<file path="config.mk">
export PLATFORM = sky130hd
export DESIGN_NAME = bfa_mean_div
export DESIGN_NICKNAME = d
export VERILOG_FILES = /design/src/hdl/bfa_pkg.sv /design/src/hdl/bfa_mean_div.sv
export SDC_FILE = /design/constraint.sdc
export NUM_CORES = 1
export LEC_CHECK = 0
export BUFFER_PORTS_ARGS = -buffer_cell sky130_fd_sc_hd__buf_2
export CAP_MARGIN = 20
export CELL_PAD_IN_SITES_DETAIL_PLACEMENT = 0
export CELL_PAD_IN_SITES_GLOBAL_PLACEMENT = 1
export CORE_AREA = 2 2 103 105
export DETAILED_ROUTE_END_ITERATION = 10
export DIE_AREA = 0 0 105 107
export GPL_TIMING_DRIVEN = 1
export HOLD_SLACK_MARGIN = 0.12
export PLACE_DENSITY_LB_ADDON = 0.1
export SLEW_MARGIN = 15
export SYNTH_ARGS = -nofsm -noshare
export SYNTH_HDL_FRONTEND = slang
export SYNTH_SLANG_ARGS = --single-unit
</file>
<file path="constraint.sdc">
create_clock -name aclk -period 8.55 [get_ports aclk]
set_input_delay 1.2825 -clock aclk [delete_from_list [all_inputs] [get_ports aclk]]
set_output_delay 1.2825 -clock aclk [all_outputs]
set_load 0.01 [all_outputs]
</file>
<file path="src/hdl/bfa_pkg.sv">
// ============================================================================
// bfa_pkg - shared definitions of the 3x3 box mean filter
// Sizes, codes, the row store port structs and the reciprocal table used
// by the mean divider.
// ============================================================================
package bfa_pkg;

    localparam int MAX_WIDTH   = 1024;
    localparam int MAX_HEIGHT  = 1024;
    localparam int PIX_W       = 8;
    localparam int DIM_W       = 11;
    localparam int COL_W       = $clog2(MAX_WIDTH);
    localparam int ROW_W       = $clog2(MAX_HEIGHT);
    localparam int NUM_SLOTS   = 3;
    localparam int SLOT_W      = 2;
    localparam int WORD_W      = NUM_SLOTS * PIX_W;
    localparam int COLSUM_W    = PIX_W + 2;
    localparam int SUM_W       = PIX_W + 4;
    localparam int RECIP_SHIFT = 16;
    localparam int RECIP_W     = RECIP_SHIFT + 1;
    localparam int PROD_W      = SUM_W + RECIP_W;
    localparam int CFG_IDX_W   = 1;
    localparam int CNT_W       = 4;

    typedef enum logic [CFG_IDX_W-1:0] {
        CFG_FRAME_WIDTH  = 1'b0,
        CFG_FRAME_HEIGHT = 1'b1
    } cfg_reg_t;

    typedef enum logic [0:0] {
        OP_PIXEL = 1'b0,
        OP_FLUSH = 1'b1
    } op_t;

    typedef enum logic [2:0] {
        ST_IDLE,
        ST_START,
        ST_SCAN,
        ST_LAST,
        ST_MULT,
        ST_SEND
    } state_t;

    typedef struct packed {
        logic              en;
        logic [COL_W-1:0]  addr;
        logic [SLOT_W-1:0] slot;
        logic [PIX_W-1:0]  data;
    } ram_wr_t;

    typedef struct packed {
        logic             en;
        logic [COL_W-1:0] addr;
    } ram_rd_t;

    // Clamp a configured dimension into 1..limit.
    function automatic logic [DIM_W-1:0] clamp_dim(input logic [DIM_W-1:0] v,
                                                   input logic [DIM_W-1:0] limit);
        logic [DIM_W-1:0] r;
        r = v;
        if (v == '0) begin
            r = DIM_W'(1);
        end else if (v > limit) begin
            r = limit;
        end
        return r;
    endfunction

    // Scaled reciprocal of the window size (rows times columns). Each value is
    // ceil(2^16 / count); for sums below 2304 the product shifted right by 16
    // is the exact floor quotient.
    function automatic logic [RECIP_W-1:0] mean_recip(input logic [1:0] nr,
                                                      input logic [1:0] nc);
        logic [CNT_W-1:0] cnt;
        logic [RECIP_W-1:0] r;
        cnt = CNT_W'(nr) * CNT_W'(nc);
        case (cnt)
            CNT_W'(2): r = RECIP_W'(32768);
            CNT_W'(3): r = RECIP_W'(21846);
            CNT_W'(4): r = RECIP_W'(16384);
            CNT_W'(6): r = RECIP_W'(10923);
            CNT_W'(9): r = RECIP_W'(7282);
            default:   r = RECIP_W'(65536);
        endcase
        return r;
    endfunction

endpackage

</file>
<file path="src/hdl/bfa_mean_div.sv">
// ============================================================================
// bfa_mean_div - window sum to floor mean
// Multiplies the sum by the reciprocal of the window size and keeps the
// product in a register; the quotient is its upper bits.
// ============================================================================
module bfa_mean_div (
    input  logic                       aclk,
    input  logic                       load,
    input  logic [bfa_pkg::SUM_W-1:0]  sum,
    input  logic [1:0]                 nr,
    input  logic [1:0]                 nc,
    output logic [bfa_pkg::PIX_W-1:0]  quot
);
    import bfa_pkg::*;

    logic [PROD_W-1:0] product_reg;
    logic [PROD_W-1:0] product_next;

    assign product_next = PROD_W'(sum) * PROD_W'(mean_recip(nr, nc));

    always_ff @(posedge aclk) begin
        if (load) begin
            product_reg <= product_next;
        end
    end

    assign quot = product_reg[RECIP_SHIFT +: PIX_W];

endmodule
</file>
======== After elaboration in Yosys (flattened, before gate mapping) ========
Index checks and enable logic that the tools add are counted.
storage, ports and cells
  flip-flop bits (word level) ............. 24
  input bits .............................. 18
  output and inout bits ................... 8
  word-level logic and storage cells ...... 9
cells by class
  multipliers ............................. 2
  equal/unequal tests ..................... 5
  multiplexer cells ....................... 1
operator list
  kind                number
  $pmux 17 s5         1
  $mul 12x17->24      1
  $eq 4x2->1 const B  2
  $eq 4x3->1 const B  2
  $eq 4x4->1 const B  1
  $mul 2x2->4         1

======== Longest topological paths before layout ========
  depth in word-level cells ............... 4
  depth in mapped cells ................... 27
  mapped depth without buffers ............ 27

======== Worst setup path after synthesis ========
OpenSTA, ideal clock, no wires.
  path type ............................... input port to flip-flop
  start point ............................. input nr[1]
  end point ............................... register product_reg[23], data pin
  setup time .............................. 0.260 ns
  arrival ................................. 7.081 ns
  required time ........................... 8.290 ns
  slack ................................... 1.209 ns
  cell stages on the path ................. 25
  buffers on the path ..................... 1
  cell sequence ........................... and2_2 > ha_1 > inv_1 > ha_1 > a21boi_4 > and2_2 > o21bai_1 > clkbuf_1 > nand2_1 > fa_1 > fa_1 > inv_1 > fa_1 > fa_1 > inv_1 > fa_1 > inv_1 > ha_1 > and3_4 > and4_1 > or3b_2 > a21oi_1 > o21ai_1 > and3b_1 > xnor2_1
on the way
  longest elaborated chain between the ends .. 4
  elaborated cells on any way between the ends .. 8
  those cells by class .................... mul (2); eq/ne (5); mux (1)
RTL lines
  what                                line                source
  start: declaration                  bfa_mean_div.sv:10  input logic [1:0] nr,
  $mul 2x2->4 *                       bfa_pkg.sv:76       cnt = CNT_W'(nr) * CNT_W'(nc);
  $eq 4x4->1 (tied with other cells)  bfa_pkg.sv:77       case (cnt)
  $pmux 17 s5 *                       bfa_pkg.sv:77
  $mul 12x17->24 *                    bfa_mean_div.sv:19  assign product_next = PROD_W'(sum) * PROD_W'(mean_recip(nr, nc));
  via product_next[23]                bfa_mean_div.sv:17  logic [PROD_W-1:0] product_next;
  end signal: assignment              bfa_mean_div.sv:23  product_reg <= product_next;
  end: declaration                    bfa_mean_div.sv:16  logic [PROD_W-1:0] product_reg;
The timed path passes the listed nets; every way through them passes the cells marked *.
A chain may end at the register's enable or synchronous reset.

======== Final worst setup path ========
  start point ............................. input nc[0]
  end point ............................... register product_reg[23], data pin
on the way
  longest elaborated chain between the ends .. 4
  elaborated cells on any way between the ends .. 8
  those cells by class .................... mul (2); eq/ne (5); mux (1)
RTL lines
  what                                line                source
  start: declaration                  bfa_mean_div.sv:11  input logic [1:0] nc,
  $mul 2x2->4 *                       bfa_pkg.sv:76
  $eq 4x4->1 (tied with other cells)  bfa_pkg.sv:77
  $pmux 17 s5 *                       bfa_pkg.sv:77
  $mul 12x17->24 *                    bfa_mean_div.sv:19
  via product_next[23]                bfa_mean_div.sv:17
Marks and branches as above.

==> summary.md <==
| Metric | Value |
|---|---|
| Min-Delay Path Depth | 1 |
| Largest area contributor in the netlist | fa_1 |
| Die area | roughly 0.011 mm² |
| Commonest cells after routing, fill and taps aside | inv_1, fa_1, nand2_1, ha_1, and2_1 |
| First drt pass iteration count | 5 |
| # H-tree levels | 1 |
| Drt wl/cell | 16.6 µm |
| Commonest non-fill, non-tap cell in the layout | inv_1 |
| Most used DFF post-synth | edfxtp_1 |
| Total negative slack | 0 ps |
| Quantity of gates resized following cts | 0 |
| Area contributors post-synth | fa_1, inv_1, ha_1, edfxtp_1, nand2_1 |
| Clk pin slew, worst setup/hold paths | around 40 ps |
| Hold Buf Count CTS | 0 |
| CTS root buf | clkbuf_8 |
| Synth async-reset ratio | 0 |
| Area of the mapped netlist | 0.00503 mm² |
| Area growth syn-to-layout | 7.14% |
| Synth Area per Inst | 9.42 µm² |
| Synth Net Count | a little over 700 |
| Rows | 37 |
| Port bufs | 25 |
| Nets | between 700 and 800 |
| Initial Util | 0.499 |
| Sequential share of the synthesized area | 0.0477 |
| Max Cap Viol | 0 |
| VDD IR max | approximately 0.093 mV |
| Yosys top cell area share | 0.497 |
| Setup crit end kind | register |
| Warnings, synthesis | 0 |
| RSZ-0062 raised after global routing | false |
| Leakage Power | 2.99 nW |
| Yosys reg bits | 8 |
| Number of distinct library cells after synthesis | 43 |
| Global Route Usage Sum | 0.228 |
| Worst EP required | 8510 ps |
| Vias/cell | 4.80 |
| Final hold viol count | 0 |
| Total I/O pin count | 26 |
| Total grt overflow | 0 |
| Minimum clock period | a little under 8000 ps |
| Layout cells sized above 1 | 0.0906 |
| Worst Hold Class | in -> reg |
| Fin Hold WS | 1410 ps |
| CP arrival | a little under 8000 ps |
| Initial antenna violation count | 0 |
| Max reg flops | 8 |
| Drt initial violations | 193 |
| DP Cell Count | roughly 700 |
| Crit Path Category | in -> reg |
| Detail Placement HPWL | ~11000 µm |
| CTS max path bufs | 2 |
| Vias in the first global route | 3773 |
| Pin count of the biggest net entering global routing | 16 |
| Cts bufs inserted | 3 |
| Setup violators final | 0 |
| DRC | 0 |
| Core area | 0.0101 mm² |
| Critical Path Fanout Max | 15 |
| Slew headroom | 0.340 |
| Total number of vias | 3354 |
| Startpoint Class | input port |
| Die width | 105 µm |
| Die height | 107 µm |
| DRT Wirelength | 11600 µm |
| Routability cong. | 0.924 |
| Final period util | 0.927 |
| Pwr dens | between 90 and 100 mW/mm² |
| CTS tree | done |
| Postcts setup bufs | 0 |
| Worst-Margin Slew | 988 ps |
| Max Fclk | 0.126 GHz |
| Diodes inserted | 0 |
| Layout Cells excl Fill | about 700 |
| Routed Antenna Nets | 0 |
| Max Slew Vio Count | 0 |
| Outcome | finished, final reports clean |
| Cells after Synth | 534 |
| First-pass GRT wire length | 19600 µm |
| TritonCTS Sinks | 8 |
| Number of synthesized flops with an enable pin | 8 |
## power by group
part / total (mW) / switching, mW / internal [mW]
clock network: 0.0423 / 0.0121 / 0.0303
logic: 0.407 / 0.236 / 0.171
registers: 0.0744 / 0.00317 / 0.0713
total: 0.523 / 0.251 / 0.272
## worst paths after layout
check                 startpoint                   endpoint  slack (ps)
worst min-delay path        load  product_reg[20]$_DFFE_PP_        1410
worst max-delay path       nc[0]  product_reg[23]$_DFFE_PP_         620
## cells in the mapped netlist, types with 2 or more instances
library cell,n
nor2_1,9
and3_2,8
clkbuf_1,4
a31oi_1,3
o21bai_1,2
a21oi_1,7
edfxtp_1,8
nand2b_1,3
fa_1,125
ha_1,46
o21ai_0,8
o21a_1,2
nand2_1,56
a21o_1,5
and2_2,2
inv_1,179
xnor2_1,13
a211oi_1,3
and2_1,27
## cell type report
| class | instances | area, µm² |
|---|---|---|
| Fill cell | 973 | 4700 |
| Multi-Input combinational cell | 343 | 4100 |
| Inverter | 179 | 672 |
| Sequential cell | 8 | 240 |
| Tap cell | 136 | 170 |
| Timing Repair Buffer | 30 | 163 |
| Clock buffer | 3 | 41.3 |
## routing by layer
layer	GRT usage	vias up	part of all wire
met4	0.0371	0	0.021
li1	-	1617	-
met1	0.318	1641	0.46
met5	0	-	0
met2	0.401	84	0.48
met3	0.0146	12	0.035
## cells by family after synthesis
family                   after synthesis  synth area share
buffers and inverters                183             0.137
adder cells (fa/ha/maj)              171             0.612
AND/OR/NAND/NOR                      117             0.122
AO/OA/AOI/OAI                         41            0.0577
XOR/XNOR                              14            0.0244
flip-flops                             8            0.0477
## per-stage QoR
stage | utilization | total power [mW] | worst slack [ps] | cell area [µm²]
after floorplan | - | 0.374 | 1210 | 5030
after global placement | 0.530 | 0.482 | 652 | 5350
after detailed placement | 0.530 | 0.485 | 414 | 5350
after CTS | 0.534 | 0.531 | 648 | 5390
after global routing | 0.534 | 0.596 | 247 | 5390
final | 0.534 | 0.523 | 623 | 5390
## worst max-delay path, cell delays in order
cell and delay [ps]:
buf_2 130, and2_2 170, ha_1 450, nand2b_1 250
o21bai_1 780, nand2_1 250, fa_1 590, fa_1 540
inv_1 60, fa_1 450, fa_1 490, inv_1 50
fa_1 470, inv_1 40, ha_1 310, and3_4 210
and4_1 230, or3b_2 450, a21oi_1 260, o21ai_1 110
and3b_1 180, xnor2_1 120
(Power assumes the default switching activity.)
